**config.mk**
```make
export PLATFORM = sky130hd
export DESIGN_NAME = bm25_score_accumulator_flat
export DESIGN_NICKNAME = d
export VERILOG_FILES = /design/src/hw/rtl/bm25_pkg.sv /design/src/hw/rtl/bm25_if.sv /design/src/hw/rtl/bm25_cfg.sv /design/src/hw/rtl/bm25_mul.sv /design/src/hw/rtl/bm25_div.sv /design/src/hw/rtl/bm25_score_accumulator.sv /design/src/flat_wrapper.sv
export SDC_FILE = /design/constraint.sdc
export NUM_CORES = 2
export LEC_CHECK = 0
export BUFFER_PORTS_ARGS = -buffer_cell sky130_fd_sc_hd__buf_2
export CAP_MARGIN = 10
export CORE_UTILIZATION = 40
export DETAILED_ROUTE_END_ITERATION = 6
export GPL_ROUTABILITY_DRIVEN = 0
export GPL_TIMING_DRIVEN = 0
export PLACE_DENSITY = 0.61
export SLEW_MARGIN = 10
export SYNTH_ARGS = -nofsm -noshare
export SYNTH_HDL_FRONTEND = slang
export SYNTH_SLANG_ARGS = --single-unit
```
**constraint.sdc**
```tcl
create_clock -name clk -period 18.2 [get_ports clk]
set_input_delay 3.64 -clock clk [delete_from_list [all_inputs] [get_ports clk]]
set_output_delay 3.64 -clock clk [all_outputs]
set_load 0.02 [all_outputs]
```
**src/hw/rtl/bm25_pkg.sv**
```systemverilog
// Shared types and constants for the BM25 score accumulator.
// Used by the configuration block, the divider and the top level.
// No dependencies.
package bm25_pkg;

	// Register map, word index on the configuration port
	typedef enum logic [1:0] {
		REG_TOTAL_DOCS = 2'd0,
		REG_K1         = 2'd1,
		REG_B          = 2'd2,
		REG_AVG_LEN    = 2'd3
	} reg_idx_t;

	// Register values after reset
	localparam logic [31:0] TOTAL_DOCS_RST = 32'd1;
	localparam logic [13:0] K1_RST         = 14'd4915;
	localparam logic [16:0] B_RST          = 17'd49152;
	localparam logic [31:0] AVG_LEN_RST    = 32'd256;

	// Fixed-point constants
	localparam logic [31:0] LN2_Q32   = 32'd2977044472;
	localparam logic [16:0] ONE_Q16   = 17'd65536;
	localparam logic [31:0] AVG_MIN   = 32'd256;
	localparam logic [14:0] K1_PLUS   = 15'd4096;
	localparam logic [4:0]  LOG_STEPS = 5'd16;

	// Divider iteration counts: len/avg and the tf' quotient
	localparam logic [5:0] DIV_LONG_STEPS  = 6'd48;
	localparam logic [5:0] DIV_SHORT_STEPS = 6'd20;

	// Configuration as seen by the datapath
	typedef struct packed {
		logic [31:0] total_docs;
		logic [13:0] k1_q12;
		logic [16:0] b_q16;
		logic [31:0] avg_doc_length_q8;
	} cfg_t;

	// Divider request
	typedef struct packed {
		logic start;
		logic long_mode;
	} div_req_t;

endpackage

```
**src/hw/rtl/bm25_if.sv**
```systemverilog
// Valid/ready channel interfaces for term words and score words.
// No dependencies.
interface bm25_in_if;
	logic        valid;
	logic        ready;
	logic [15:0] term_freq;
	logic [31:0] doc_freq;
	logic [31:0] doc_length;
	logic        new_doc;

	modport source (output valid, term_freq, doc_freq, doc_length, new_doc, input ready);
	modport sink (input valid, term_freq, doc_freq, doc_length, new_doc, output ready);
endinterface

interface bm25_out_if;
	logic               valid;
	logic               ready;
	logic signed [47:0] score;

	modport source (output valid, score, input ready);
	modport sink (input valid, score, output ready);
endinterface

```
**src/hw/rtl/bm25_cfg.sv**
```systemverilog
// APB register file for N, k1, b and the average document length.
// Depends on bm25_pkg.
module bm25_cfg (
	input  logic                clk,
	input  logic                arst_n,
	input  logic                psel,
	input  logic                penable,
	input  logic                pwrite,
	input  logic [3:0]          paddr,
	input  logic [31:0]         pwdata,
	output logic [31:0]         prdata,
	output bm25_pkg::cfg_t      cfg
);

	bm25_pkg::cfg_t cfg_q;
	bm25_pkg::reg_idx_t idx;

	assign idx = bm25_pkg::reg_idx_t'(paddr[3:2]);

	// Write on the access phase
	always_ff @(posedge clk or negedge arst_n) begin
		if (!arst_n) begin
			cfg_q.total_docs        <= bm25_pkg::TOTAL_DOCS_RST;
			cfg_q.k1_q12            <= bm25_pkg::K1_RST;
			cfg_q.b_q16             <= bm25_pkg::B_RST;
			cfg_q.avg_doc_length_q8 <= bm25_pkg::AVG_LEN_RST;
		end else if (psel && penable && pwrite) begin
			case (idx)
				bm25_pkg::REG_TOTAL_DOCS: cfg_q.total_docs        <= pwdata;
				bm25_pkg::REG_K1:         cfg_q.k1_q12            <= pwdata[13:0];
				bm25_pkg::REG_B:          cfg_q.b_q16             <= pwdata[16:0];
				bm25_pkg::REG_AVG_LEN:    cfg_q.avg_doc_length_q8 <= pwdata;
				default: ;
			endcase
		end
	end

	// Read back
	always_comb begin
		case (idx)
			bm25_pkg::REG_TOTAL_DOCS: prdata = cfg_q.total_docs;
			bm25_pkg::REG_K1:         prdata = {18'd0, cfg_q.k1_q12};
			bm25_pkg::REG_B:          prdata = {15'd0, cfg_q.b_q16};
			bm25_pkg::REG_AVG_LEN:    prdata = cfg_q.avg_doc_length_q8;
			default:                  prdata = '0;
		endcase
	end

	assign cfg = cfg_q;

endmodule

```
**src/hw/rtl/bm25_mul.sv**
```systemverilog
// Shared 32x32 unsigned multiplier with a registered product.
// No dependencies.
module bm25_mul (
	input  logic        clk,
	input  logic [31:0] a,
	input  logic [31:0] b,
	output logic [63:0] p_q
);

	// Register the product every cycle; the sequencer picks the operands
	always_ff @(posedge clk) begin
		p_q <= a * b;
	end

endmodule

```
**src/hw/rtl/bm25_div.sv**
```systemverilog
// Restoring divider, one quotient bit per cycle, 48 or 20 iterations.
// The dividend must be below divisor << iterations. Depends on bm25_pkg.
module bm25_div (
	input  logic                clk,
	input  logic                arst_n,
	input  bm25_pkg::div_req_t  req,
	input  logic [63:0]         dividend,
	input  logic [63:0]         divisor,
	output logic                busy,
	output logic [47:0]         quot
);

	logic [63:0] rem_q;
	logic [63:0] dvd_q;
	logic [63:0] dsr_q;
	logic [47:0] quot_q;
	logic [5:0]  cnt_q;
	logic        busy_q;
	logic [64:0] rem_sh;
	logic        ge;

	assign rem_sh = {rem_q, dvd_q[63]};
	assign ge     = rem_sh >= {1'b0, dsr_q};

	// Control: count iterations
	always_ff @(posedge clk or negedge arst_n) begin
		if (!arst_n) begin
			busy_q <= 1'b0;
			cnt_q  <= '0;
		end else if (req.start) begin
			busy_q <= 1'b1;
			cnt_q  <= req.long_mode ? bm25_pkg::DIV_LONG_STEPS : bm25_pkg::DIV_SHORT_STEPS;
		end else if (busy_q) begin
			cnt_q <= cnt_q - 6'd1;
			if (cnt_q == 6'd1) begin
				busy_q <= 1'b0;
			end
		end
	end

	// Datapath: load top bits as partial remainder, shift in the rest
	always_ff @(posedge clk) begin
		if (req.start) begin
			rem_q  <= req.long_mode ? (dividend >> 48) : (dividend >> 20);
			dvd_q  <= req.long_mode ? (dividend << 16) : (dividend << 44);
			dsr_q  <= divisor;
			quot_q <= '0;
		end else if (busy_q) begin
			rem_q  <= ge ? 64'(rem_sh - {1'b0, dsr_q}) : rem_sh[63:0];
			dvd_q  <= {dvd_q[62:0], 1'b0};
			quot_q <= {quot_q[46:0], ge};
		end
	end

	assign busy = busy_q;
	assign quot = quot_q;

endmodule

```
**src/hw/rtl/bm25_score_accumulator.sv**
```systemverilog
// BM25 term weight and running document score, top level.
// Depends on bm25_pkg, bm25_if, bm25_cfg, bm25_mul and bm25_div.
//
//  channel   dir  handshake          word
//  term_in   in   valid/ready        term_freq, doc_freq, doc_length, new_doc
//  score_out out  valid/ready        score (signed Q31.16)
//  apb       in   psel/penable       paddr, pwdata, prdata, pready
//
// From accept to the next accept a term goes through the accept, two log2
// passes on the shared multiplier (6 normalize steps, a squaring setup, 16
// squarings), the idf multiply and round, a step that waits for and takes
// len/avg, 7 norm and denominator steps, a wait on the 20-iteration tf'
// division, and the round and accumulate steps. len/avg runs on the divider
// (48 iterations) alongside the log passes. term_in is ready only when the
// sequencer is idle; the score word is registered, the next term is taken
// while it waits, and a held score word stalls only the accumulate step.
// Reset clears the score and restores the register defaults.
module bm25_score_accumulator (
	input  logic              clk,
	input  logic              arst_n,
	bm25_in_if.sink           term_in,
	bm25_out_if.source        score_out,
	input  logic              psel,
	input  logic              penable,
	input  logic              pwrite,
	input  logic [3:0]        paddr,
	input  logic [31:0]       pwdata,
	output logic [31:0]       prdata,
	output logic              pready
);

	typedef enum logic [16:0] {
		S_IDLE  = 17'h00001,
		S_NORM  = 17'h00002,
		S_SQ0   = 17'h00004,
		S_SQ    = 17'h00008,
		S_IDF   = 17'h00010,
		S_IDFR  = 17'h00020,
		S_RWAIT = 17'h00040,
		S_N1    = 17'h00080,
		S_N2    = 17'h00100,
		S_N3    = 17'h00200,
		S_K1    = 17'h00400,
		S_K2    = 17'h00800,
		S_K3    = 17'h01000,
		S_K4    = 17'h02000,
		S_TWAIT = 17'h04000,
		S_W     = 17'h08000,
		S_ACC   = 17'h10000
	} state_t;

	state_t state_q;

	bm25_pkg::cfg_t     cfg;
	bm25_pkg::div_req_t div_req;
	logic               div_busy;
	logic [47:0]        div_quot;
	logic [63:0]        div_dividend;
	logic [63:0]        div_divisor;
	logic [31:0]        mul_a;
	logic [31:0]        mul_b;
	logic [63:0]        p_q;

	logic [15:0]        tf_q;
	logic [31:0]        df_q;
	logic               new_doc_q;
	logic [33:0]        x_q;
	logic [5:0]         sh_q;
	logic [2:0]         step_q;
	logic [4:0]         cnt_q;
	logic [15:0]        frac_q;
	logic               second_q;
	logic [21:0]        la_q;
	logic [21:0]        lb_q;
	logic               neg_q;
	logic [21:0]        idf_mag_q;
	logic [47:0]        r_q;
	logic [49:0]        norm_q;
	logic [63:0]        den_q;
	logic               den_zero_q;
	logic [26:0]        wmag_q;
	logic signed [47:0] score_q;
	logic               out_v_q;

	logic               accept;
	logic [31:0]        df_c;
	logic [31:0]        len_c;
	logic [31:0]        avg_c;
	logic [16:0]        b_c;
	logic [33:0]        nx;
	logic [5:0]         nadd;
	logic [31:0]        m2;
	logic               sqbit;
	logic [30:0]        mnext;
	logic [15:0]        frac_nx;
	logic [21:0]        log_val;
	logic [21:0]        dmag;
	logic [54:0]        idf_rnd;
	logic [42:0]        w_rnd;
	logic [19:0]        tfp_c;
	logic signed [48:0] base;
	logic signed [48:0] wsgn;
	logic signed [48:0] sum;
	logic signed [47:0] sum_sat;

	assign pready = 1'b1;

	bm25_cfg u_cfg (
		.clk     (clk),
		.arst_n  (arst_n),
		.psel    (psel),
		.penable (penable),
		.pwrite  (pwrite),
		.paddr   (paddr),
		.pwdata  (pwdata),
		.prdata  (prdata),
		.cfg     (cfg)
	);

	bm25_mul u_mul (
		.clk (clk),
		.a   (mul_a),
		.b   (mul_b),
		.p_q (p_q)
	);

	bm25_div u_div (
		.clk      (clk),
		.arst_n   (arst_n),
		.req      (div_req),
		.dividend (div_dividend),
		.divisor  (div_divisor),
		.busy     (div_busy),
		.quot     (div_quot)
	);

	// Clamp small statistics and b
	assign df_c  = (term_in.doc_freq == 32'd0) ? 32'd1 : term_in.doc_freq;
	assign len_c = (term_in.doc_length == 32'd0) ? 32'd1 : term_in.doc_length;
	assign avg_c = (cfg.avg_doc_length_q8 < bm25_pkg::AVG_MIN) ? bm25_pkg::AVG_MIN
		: cfg.avg_doc_length_q8;
	assign b_c   = (cfg.b_q16 > bm25_pkg::ONE_Q16) ? bm25_pkg::ONE_Q16 : cfg.b_q16;

	assign term_in.ready = (state_q == S_IDLE);
	assign accept        = term_in.valid && term_in.ready;

	// Start len/avg at accept, tf' after the denominator is built
	assign div_req.start     = accept || (state_q == S_K4);
	assign div_req.long_mode = (state_q == S_IDLE);
	assign div_dividend = (state_q == S_IDLE) ? {8'd0, len_c, 24'd0} : {1'b0, p_q[30:0], 32'd0};
	assign div_divisor  = (state_q == S_IDLE) ? {32'd0, avg_c} : den_q;

	// Normalize step: binary search for the top set bit
	always_comb begin
		nx   = x_q;
		nadd = 6'd0;
		case (step_q)
			3'd0: if (x_q[33:2] == '0) begin nx = {x_q[1:0], 32'd0}; nadd = 6'd32; end
			3'd1: if (x_q[33:18] == '0) begin nx = {x_q[17:0], 16'd0}; nadd = 6'd16; end
			3'd2: if (x_q[33:26] == '0) begin nx = {x_q[25:0], 8'd0}; nadd = 6'd8; end
			3'd3: if (x_q[33:30] == '0) begin nx = {x_q[29:0], 4'd0}; nadd = 6'd4; end
			3'd4: if (x_q[33:32] == '0) begin nx = {x_q[31:0], 2'd0}; nadd = 6'd2; end
			3'd5: if (!x_q[33]) begin nx = {x_q[32:0], 1'b0}; nadd = 6'd1; end
			default: ;
		endcase
	end

	// Squaring step: one fraction bit per square
	assign m2      = p_q[61:30];
	assign sqbit   = m2[31];
	assign mnext   = sqbit ? m2[31:1] : m2[30:0];
	assign frac_nx = {frac_q[14:0], sqbit};
	assign log_val = {6'd33 - sh_q, frac_nx};

	assign dmag    = (lb_q > la_q) ? (lb_q - la_q) : (la_q - lb_q);
	assign idf_rnd = {1'b0, p_q[53:0]} + 55'h0_0000_8000_0000;
	assign w_rnd   = {1'b0, p_q[41:0]} + 43'd32768;
	assign tfp_c   = den_zero_q ? 20'd0 : div_quot[19:0];

	// Operand select for the shared multiplier
	always_comb begin
		mul_a = '0;
		mul_b = '0;
		case (state_q)
			S_SQ0: begin
				mul_a = {1'b0, x_q[33:3]};
				mul_b = {1'b0, x_q[33:3]};
			end
			S_SQ: begin
				mul_a = {1'b0, mnext};
				mul_b = {1'b0, mnext};
			end
			S_IDF: begin
				mul_a = {10'd0, dmag};
				mul_b = bm25_pkg::LN2_Q32;
			end
			S_N1: begin
				mul_a = {15'd0, b_c};
				mul_b = r_q[47:16];
			end
			S_N2: begin
				mul_a = {15'd0, b_c};
				mul_b = {16'd0, r_q[15:0]};
			end
			S_K1: begin
				mul_a = {18'd0, cfg.k1_q12};
				mul_b = norm_q[31:0];
			end
			S_K2: begin
				mul_a = {18'd0, cfg.k1_q12};
				mul_b = {14'd0, norm_q[49:32]};
			end
			S_K3: begin
				mul_a = {17'd0, 15'({1'b0, cfg.k1_q12} + bm25_pkg::K1_PLUS)};
				mul_b = {16'd0, tf_q};
			end
			S_TWAIT: begin
				mul_a = {10'd0, idf_mag_q};
				mul_b = {12'd0, tfp_c};
			end
			default: ;
		endcase
	end

	// Add the signed weight to the score, or to zero on a new document, and saturate to 48 bits
	assign base = new_doc_q ? 49'sd0 : 49'(score_q);
	assign wsgn = neg_q ? -$signed({22'd0, wmag_q}) : $signed({22'd0, wmag_q});
	assign sum  = base + wsgn;
	assign sum_sat = (sum[48] != sum[47]) ? (sum[48] ? {1'b1, 47'd0} : {1'b0, {47{1'b1}}})
		: sum[47:0];

	// Sequencer
	always_ff @(posedge clk or negedge arst_n) begin
		if (!arst_n) begin
			state_q  <= S_IDLE;
			step_q   <= '0;
			cnt_q    <= '0;
			second_q <= 1'b0;
			score_q  <= '0;
			out_v_q  <= 1'b0;
		end else begin
			if (out_v_q && score_out.ready && (state_q != S_ACC)) begin
				out_v_q <= 1'b0;
			end
			case (state_q)
				S_IDLE: if (accept) begin
					step_q   <= '0;
					second_q <= 1'b0;
					state_q  <= S_NORM;
				end
				S_NORM: begin
					step_q <= step_q + 3'd1;
					if (step_q == 3'd5) begin
						state_q <= S_SQ0;
					end
				end
				S_SQ0: begin
					cnt_q   <= '0;
					state_q <= S_SQ;
				end
				S_SQ: begin
					cnt_q <= cnt_q + 5'd1;
					if (cnt_q == bm25_pkg::LOG_STEPS - 5'd1) begin
						if (second_q) begin
							state_q <= S_IDF;
						end else begin
							second_q <= 1'b1;
							step_q   <= '0;
							state_q  <= S_NORM;
						end
					end
				end
				S_IDF:   state_q <= S_IDFR;
				S_IDFR:  state_q <= S_RWAIT;
				S_RWAIT: if (!div_busy) begin
					state_q <= S_N1;
				end
				S_N1:    state_q <= S_N2;
				S_N2:    state_q <= S_N3;
				S_N3:    state_q <= S_K1;
				S_K1:    state_q <= S_K2;
				S_K2:    state_q <= S_K3;
				S_K3:    state_q <= S_K4;
				S_K4:    state_q <= S_TWAIT;
				S_TWAIT: if (!div_busy) begin
					state_q <= S_W;
				end
				S_W:     state_q <= S_ACC;
				S_ACC: if (!out_v_q || score_out.ready) begin
					score_q <= sum_sat;
					out_v_q <= 1'b1;
					state_q <= S_IDLE;
				end
				default: state_q <= S_IDLE;
			endcase
		end
	end

	// Datapath registers
	always_ff @(posedge clk) begin
		case (state_q)
			S_IDLE: if (accept) begin
				tf_q      <= term_in.term_freq;
				df_q      <= df_c;
				new_doc_q <= term_in.new_doc;
				x_q       <= 34'({1'b0, cfg.total_docs, 1'b0} + 34'd2);
				sh_q      <= '0;
			end
			S_NORM: begin
				x_q  <= nx;
				sh_q <= sh_q + nadd;
			end
			S_SQ0: frac_q <= '0;
			S_SQ: begin
				frac_q <= frac_nx;
				if (cnt_q == bm25_pkg::LOG_STEPS - 5'd1) begin
					if (second_q) begin
						lb_q <= log_val;
					end else begin
						la_q <= log_val;
						x_q  <= {1'b0, df_q, 1'b1};
						sh_q <= '0;
					end
				end
			end
			S_IDF:   neg_q <= lb_q > la_q;
			S_IDFR:  idf_mag_q <= idf_rnd[53:32];
			S_RWAIT: r_q <= div_quot;
			S_N2:    norm_q <= 50'(bm25_pkg::ONE_Q16 - b_c) + 50'(p_q[48:0]);
			S_N3:    norm_q <= norm_q + 50'(p_q[32:16]);
			S_K2:    den_q <= 64'({tf_q, 28'd0}) + 64'(p_q[45:0]);
			S_K3:    den_q <= den_q + {p_q[31:0], 32'd0};
			S_K4:    den_zero_q <= (den_q == 64'd0);
			S_W:     wmag_q <= w_rnd[42:16];
			default: ;
		endcase
	end

	assign score_out.valid = out_v_q;
	assign score_out.score = score_q;

	// A divider start never lands on a running division
	assert property (@(posedge clk) disable iff (!arst_n) div_req.start |-> !div_busy)
		else $error("divider started while busy");

	// After a term is taken the block stays busy
	assert property (@(posedge clk) disable iff (!arst_n)
		(term_in.valid && term_in.ready) |=> !term_in.ready)
		else $error("term taken while previous term in flight");

	// The score only moves together with a fresh score word
	assert property (@(posedge clk) disable iff (!arst_n) !$stable(score_q) |-> out_v_q)
		else $error("score changed without a score word");

endmodule
```
**src/flat_wrapper.sv**
```systemverilog
// flat-port wrapper written by rule: the top's interface ports become plain ports
module bm25_score_accumulator_flat 
  (clk, arst_n, psel, penable, pwrite, paddr, pwdata, prdata, pready, term_in_valid, term_in_term_freq, term_in_doc_freq, term_in_doc_length, term_in_new_doc, term_in_ready, score_out_valid, score_out_score, score_out_ready);
  bm25_in_if term_in_i ();
  bm25_out_if score_out_i ();
  input  logic clk;
  input  logic arst_n;
  input  logic psel;
  input  logic penable;
  input  logic pwrite;
  input  logic [3:0] paddr;
  input  logic [31:0] pwdata;
  output logic [31:0] prdata;
  output logic pready;
  input wire logic [$bits(term_in_i.valid)-1:0] term_in_valid;
  input wire logic [$bits(term_in_i.term_freq)-1:0] term_in_term_freq;
  input wire logic [$bits(term_in_i.doc_freq)-1:0] term_in_doc_freq;
  input wire logic [$bits(term_in_i.doc_length)-1:0] term_in_doc_length;
  input wire logic [$bits(term_in_i.new_doc)-1:0] term_in_new_doc;
  output wire logic [$bits(term_in_i.ready)-1:0] term_in_ready;
  output wire logic [$bits(score_out_i.valid)-1:0] score_out_valid;
  output wire logic [$bits(score_out_i.score)-1:0] score_out_score;
  input wire logic [$bits(score_out_i.ready)-1:0] score_out_ready;
  assign term_in_i.valid = term_in_valid;
  assign term_in_i.term_freq = term_in_term_freq;
  assign term_in_i.doc_freq = term_in_doc_freq;
  assign term_in_i.doc_length = term_in_doc_length;
  assign term_in_i.new_doc = term_in_new_doc;
  assign term_in_ready = term_in_i.ready;
  assign score_out_valid = score_out_i.valid;
  assign score_out_score = score_out_i.score;
  assign score_out_i.ready = score_out_ready;
  bm25_score_accumulator u_core (.clk(clk), .arst_n(arst_n), .term_in(term_in_i), .score_out(score_out_i), .psel(psel), .penable(penable), .pwrite(pwrite), .paddr(paddr), .pwdata(pwdata), .prdata(prdata), .pready(pready));
endmodule
```
### After elaboration in Yosys (flattened, before gate mapping)

Cells that the tools add are included.

| storage, ports and cells | value |
|---|---|
| flip-flop bits (word level) | 840 |
| bits in latches | 0 |
| memory bits (writable) | 0 |
| memory bits (read-only) | 0 |
| output and inout port bits | 83 |
| memories | 0 |

| cells by class | value |
|---|---|
| add/sub/neg operators | 19 |
| multipliers | 1 |
| divide/modulo/power cells | 0 |
| magnitude comparators | 4 |
| equal/unequal tests | 43 |
| shift-type cells | 0 |
| multiplexer cells | 72 |
| bitwise operators | 1 |
| reduce and logical (&&, ||, !) cells | 39 |

Operator list:

| cell | count |
|---|---|
| 2-to-1 mux 64 bit | 6 |
| 2-to-1 mux 34 bit | 9 |
| case mux 17 bit (17 select lines) | 1 |
| case mux 32 bit (9 select lines) | 1 |
| case mux 31 bit (7 select lines) | 1 |
| case mux 34 bit (6 select lines) | 1 |
| case mux 32 bit (4 select lines) | 1 |
| case mux 64 bit (2 select lines) | 1 |
| 2-to-1 mux 17 bit | 7 |
| case mux 34 bit (3 select lines) | 1 |
| case mux 50 bit (2 select lines) | 1 |
| 2-to-1 mux 49 bit | 2 |
| logical NOT 32 bit | 3 |
| 2-to-1 mux 32 bit | 3 |
| 2-to-1 mux 48 bit | 2 |
| >= comparator 65 x 64 -> 1 bit | 1 |
| adder 64 bit | 1 |
| logical NOT 64 bit | 1 |
| subtractor 64 bit | 1 |
| 2-to-1 mux 63 bit | 1 |
| multiplier 31 x 32 -> 62 bit | 1 |
| adder 54 x 32 -> 54 bit (second input constant) | 1 |
| adder 50 x 17 -> 50 bit | 1 |
| adder 50 x 49 -> 50 bit | 1 |
| 81 further kinds | 130 |

### Logic depth before layout (Yosys ltp)

| depth | value |
|---|---|
| depth in word-level cells | 5 |
| depth in mapped cells | 48 |

### Hierarchy

From an unflattened synthesis, not the netlist that was laid out.

| second synthesis, totals | value |
|---|---|
| cell total of the unflattened synthesis | 9206 |
| area total of the unflattened synthesis | 85917.4 um2 |

Modules (own cells, without submodules):

| module | times used | cells each | area an instance (um2) |
|---|---|---|---|
| bm25_mul | 1 | 3845 | 34894.7 |
| bm25_score_accumulator | 1 | 3762 | 33467.1 |
| bm25_div | 1 | 1348 | 13452.9 |
| bm25_cfg | 1 | 251 | 4102.7 |

### Worst setup path after synthesis

Ideal clock, no wire load.

| timing | value |
|---|---|
| path kind | register -> register |
| start | reg u_core.lb_q[0] |
| end | reg u_core.u_mul.p_q[58] |
| arrival time | 11.139 ns |
| required time | 18.128 ns |
| path slack | 6.989 ns |
| cell stages (with the launch flop) | 44 |
| buffers on the path | 2 |
| clock period less this slack | 11.211 ns |
| path through | edfxtp_1 -> inv_1 -> ha_1 -> inv_1 -> fa_1 -> a21o_1 -> a21oi_1 -> o21ai_0 -> a31oi_1 -> a211oi_1 -> nor2_1 -> inv_2 -> buf_1 -> a211oi_1 -> a21oi_1 -> xnor2_1 -> a221oi_1 -> clkbuf_1 -> [... 8 more ...] -> fa_1 -> fa_1 -> inv_1 -> fa_1 -> inv_1 -> ha_1 -> o21a_1 -> nor2_1 -> or4b_2 -> a21o_1 -> o211ai_1 -> nand4bb_1 -> a211oi_1 -> a221oi_1 -> o31a_1 -> o21ba_2 -> o21bai_1 -> xor2_1 |

| between the ends | value |
|---|---|
| cells in the longest elaborated chain, start to end | 4 |
| elaborated cells on any way between the ends | 6 |

Ends and longest elaborated chain:

| what | RTL line | source |
|---|---|---|
| from (decl) | bm25_score_accumulator.sv:74 | `logic [21:0] lb_q;` |
| from (signal assigned) | bm25_score_accumulator.sv:318 | `lb_q <= log_val;` |
| subtractor 22 bit / > comparator 22 bit (equally long branches) | bm25_score_accumulator.sv:175 | `assign dmag = (lb_q > la_q) ? (lb_q - la_q) : (la_q - lb_q);` |
| 2-to-1 mux 22 bit * | bm25_score_accumulator.sv:175 |  |
| case mux 31 bit (7 select lines) * | bm25_score_accumulator.sv:184 | `case (state_q)` |
| multiplier 31 x 32 -> 62 bit * | bm25_mul.sv:12 | `p_q <= a * b;` |
| to (signal assigned) | bm25_mul.sv:12 |  |
| to (decl) | bm25_mul.sv:7 | `output logic [63:0] p_q` |

Mark *: on every way between the ends. The rest lies on a longest branch, timed or not.
A chain may end at the register's enable or synchronous reset.

### Worst setup path in the final report

| timing | value |
|---|---|
| start | reg u_core.state_q[13] |
| end | reg u_core.u_mul.p_q[58] |

| between the ends | value |
|---|---|
| cells in the longest elaborated chain, start to end | 4 |
| elaborated cells on any way between the ends | 14 |

Ends and longest elaborated chain:

| what | RTL line | source |
|---|---|---|
| from (decl) | bm25_score_accumulator.sv:52 | `state_t state_q;` |
| from (signal assigned) | bm25_score_accumulator.sv:235 | `state_q <= S_IDLE;` |
| from (signal assigned) | bm25_score_accumulator.sv:249 | `state_q <= S_NORM;` |
| from (signal assigned) | bm25_score_accumulator.sv:254 | `state_q <= S_SQ0;` |
| equality test 17 x 11 -> 1 bit, or another cell as far along | bm25_score_accumulator.sv:184 |  |
| OR reduction 2 bit (no source line) | -- |  |
| case mux 31 bit (7 select lines) | bm25_score_accumulator.sv:184 |  |
| multiplier 31 x 32 -> 62 bit * | bm25_mul.sv:12 |  |

Marks and branches as above.

==> flow_metrics.env <==
export IMPL_top_usage_layer="met2"
export IMPL_cts_setup_buffers=0
export IMPL_top_level_ports=207
export IMPL_ir_drop_mv=0.0743
export IMPL_grt_pass1_wl_mm=446
export IMPL_grt_use_met2=0.436
export IMPL_violations="DRC"
export IMPL_cts_root_buf="clkbuf_16"
export IMPL_dp_cells=11900
export IMPL_fin_nets=10900
export IMPL_clk_latency_ns=0.75
export IMPL_synth_edf_count=513
export IMPL_numPortBuffers=203
export IMPL_fmax_ghz=0.0638
export IMPL_skew_ns=0.0385
export IMPL_rows=165
export IMPL_p_leak_nw=40.7
export IMPL_hold_viol=0
export IMPL_status="finished with violations"
export IMPL_grt_use_met1=0.375
export IMPL_synth_cell_type_count=103
export IMPL_multiInputGateArea_sq_mm=0.0539
export IMPL_clk_pin_slew_worst_paths_ns=0.06
export IMPL_worstPathRequired_ns=18.85
export IMPL_grt_total_usage=0.291
export IMPL_seqCellArea_sq_mm=0.0221
export IMPL_final_min_clock_period_ns=15.68
export IMPL_coreArea_sq_mm=0.203
export IMPL_hold_path_class="reg2reg"
export IMPL_crit_slowest_cell="nor3b_1"
export IMPL_cts_resized=0
export IMPL_timing_final_ws_setup_ns=2.52
export IMPL_use_met3=0.0825
export IMPL_crit_arrival_ns=16.33
export IMPL_startpoint_type="flip-flop"
export IMPL_dieHeight_um=455
export IMPL_ant_nets=0
export IMPL_syn_area_sq_mm=0.0821
export IMPL_synth_seq_cells=800
export IMPL_vias_per_cell=5.79
export IMPL_postRouteWirelength_mm=303
export IMPL_clockBufferDepth=3
export IMPL_cts_max_level=3
export IMPL_worst_setup_path_end_kind="flip-flop"
export IMPL_grt_ovfl_total=0
export IMPL_drcViolationCount=37
export IMPL_syn_area_per_cell_sq_um=9.18
export IMPL_p_per_area_mw_per_mm2=48.9
export IMPL_fillers=19600
export IMPL_finalSetupTns_ns=0
export IMPL_via_count=70100
export IMPL_netlist_instances=8942
export IMPL_cts_buffers=94
export IMPL_die_area_sq_mm=0.207
export IMPL_worstMarginPinSlew_ns=1.45
export IMPL_cts_tree="yes"
export IMPL_drive_above_1_share=0.0736
export IMPL_drt_pass1_iterations=7
export IMPL_slew_headroom=0.0254
export IMPL_finalCritPeriodShare=0.862
export IMPL_chipWidth_um=455
export IMPL_rsz0062_at_grt="false"
export IMPL_finalSetupViolations=0
export IMPL_crit_fanout=10
export IMPL_yosysWarnings=0
export IMPL_instances_no_fill=12100
export IMPL_cp_slowest_stage_delay_ns=1.10
export IMPL_slew_violations=0
export IMPL_area_growth_pct=10.6
export IMPL_drtIter0Drc=7963
export IMPL_critPathKind="reg2reg"
export IMPL_cap_violations=0
export IMPL_crit_top_cell="fa_1"
export IMPL_ys_flop_type="edfxtp_1"
export IMPL_grt_pass1_vias=69300
export IMPL_grt_start_max_net_pins=79
export IMPL_start_util=0.404
export IMPL_place_ws_ns=3.23
export IMPL_antenna_found_initial=13
export IMPL_wl_per_cell_um=25.1
export IMPL_async_flop_share=0.221
export IMPL_synth_seq_area_share=0.269
export IMPL_hold_buffers=0
export IMPL_cts_sinks=800
export IMPL_dp_hpwl_mm=245
-- cell type report --
cell class,count,share of cell area
diodes,11,0.000303
multi-input cells,6455,0.594
flip-flops and latches,800,0.243
repair buffers,263,0.0181
inverters,1284,0.0531
clock buffers,125,0.0287
well taps,2672,0.0368
plain buffers,442,0.0195
clock inverters,53,0.00674
-- critical path, delay by kind of cell, from the launching register on --
kind            cells  cell delay [ns]
simple gates       12             4.67
fa+ha+maj           9             4.57
flops               1             0.48
xor+xnor            1             0.17
buf+inv             9             3.14
compound gates      7             2.56
-- synthesized netlist by cell type, types with 18 or more instances --
cell	instances	area [sq um]
a211oi_1	41	308
xor2_1	153	1340
nand2b_1	59	369
a221o_1	32	320
mux2_2	94	1060
nor3_1	62	310
o21ai_2	30	263
o21ai_0	417	2090
and2_1	120	751
nand3_1	139	696
a22oi_1	45	338
fa_1	874	17500
a221oi_1	38	333
edfxtp_1	513	15400
nor4_1	69	432
a2111oi_0	20	175
or2_2	29	181
clkbuf_1	402	1510
dfrtp_1	165	4130
nand4_1	62	388
nor2_1	814	3060
a31oi_1	68	425
a21o_1	200	1500
or3_1	26	163
ha_1	541	6770
o211ai_1	18	135
and3_1	54	338
o21bai_1	50	375
inv_1	1278	4800
nor2b_1	90	563
nand2_1	998	3750
o21a_1	52	390
a211o_1	22	193
mux2i_1	110	1100
o31ai_1	24	180
dfxtp_1	110	2200
nor3b_1	21	158
buf_1	18	67.6
a22o_1	36	315
xnor2_1	270	2360
a21oi_1	503	2520
-- final timing paths --
| kind | from | to | slack [ns] | cells after the start |
|---|---|---|---|---|
| min in group asynchronous | arst_n | u_core.u_cfg.cfg[23]$_DFFE_PN0P_ | 2.83 | 1 |
| setup / recovery | u_core.state_q[13]$_DFFE_PN0P_ | u_core.u_mul.p_q[58]$_DFF_P_ | 2.52 | 38 |
| hold / removal | u_core.frac_q[14]$_SDFFCE_PN0P_ | u_core.la_q[15]$_DFFE_PP_ | 0.43 | 0 |
| setup reg to reg | u_core.state_q[13]$_DFFE_PN0P_ | u_core.u_mul.p_q[58]$_DFF_P_ | 2.52 | 38 |
| hold reg to reg | u_core.frac_q[14]$_SDFFCE_PN0P_ | u_core.la_q[15]$_DFFE_PP_ | 0.43 | 0 |
| max in group asynchronous | arst_n | u_core.u_cfg.cfg[53]$_DFFE_PN1P_ | 14.58 | 2 |
-- layer usage --
metal | vias up | part of all wire
met5 | - | 0.00048
met4 | 18 | 0.071
met3 | 963 | 0.12
met2 | 4062 | 0.42
met1 | 34400 | 0.39
li1 | 30600 | -
-- stage by stage --
| stage | util | hold WS [ns] | power, mW | cell area [sq um] |
|---|---|---|---|---|
| after global placement | 0.426 | 0.424 | 2.46 | 86600 |
| after global routing | 0.447 | 0.458 | 4.56 | 90800 |
| after detailed placement | 0.431 | 0.422 | 2.47 | 87500 |
| final | 0.447 | 0.431 | 4.44 | 90800 |
| after floorplan | - | 0.408 | 2.29 | 82300 |
| after CTS | 0.447 | 0.438 | 4.45 | 90700 |
-- placed cells by master, fill, tap and decap left out, types with 25 or more instances in the layout --
master / instances
xor2_1: 153
fa_1: 874
and3_1: 54
edfxtp_1: 513
nor3_1: 61
a221o_1: 32
o21ai_0: 417
nand2b_1: 58
xnor2_1: 270
a22o_1: 36
nor4_1: 66
nor2_1: 811
a21oi_1: 503
mux2i_1: 110
mux2_2: 94
o21bai_1: 50
or3_1: 25
a22oi_1: 45
and2_1: 120
clkbuf_16: 97
conb_1: 41
nor2b_1: 90
a221oi_1: 28
nand3_1: 139
inv_1: 1276
nand4_1: 62
o21ai_2: 32
buf_2: 223
dfrtp_1: 165
o21a_1: 51
a21o_1: 200
nand2_1: 998
ha_1: 541
buf_4: 30
a31oi_1: 68
a211oi_1: 39
dfxtp_1: 110
or2_2: 29
clkbuf_1: 421
-- flip-flops by register name, indices dropped and copies added, names as in the netlist, 5 cells and up --
signal	count
u_core.score_out.score	48
u_core.df_q	32
u_core.sh_q	6
u_core.lb_q	22
u_core.wmag_q	27
u_core.idf_mag_q	22
u_core.u_div.quot	48
u_core.u_div.rem_q	64
u_core.u_div.dvd_q	24
u_core.u_mul.p_q	62
u_core.cnt_q	5
u_core.u_cfg.cfg	95
u_core.u_div.dsr_q	64
u_core.den_q	64
u_core.la_q	22
u_core.x_q	34
u_core.r_q	48
u_core.u_div.cnt_q	6
u_core.tf_q	16
u_core.frac_q	15
u_core.norm_q	50
u_core.state_q	17
-- logic make-up after synthesis --
kind of cell / share of synthesized area
and+or+nand+nor: 0.143
AOI/OAI and AO/OA: 0.136
buffers and inverters: 0.0802
adders and majority gates: 0.296
DFF: 0.269
xor gates and xnor gates: 0.0457
muxes: 0.0301
other: 0.0000915
-- power breakdown --
| group | switching (mW) | internal, mW | leakage [nW] | total (mW) |
|---|---|---|---|---|
| clock | 0.855 | 1.13 | 1.56 | 1.99 |
| combinational | 0.209 | 0.152 | 31.1 | 0.361 |
| sequential | 0.113 | 1.98 | 8.08 | 2.09 |
Power figures use the tool's default switching activity.
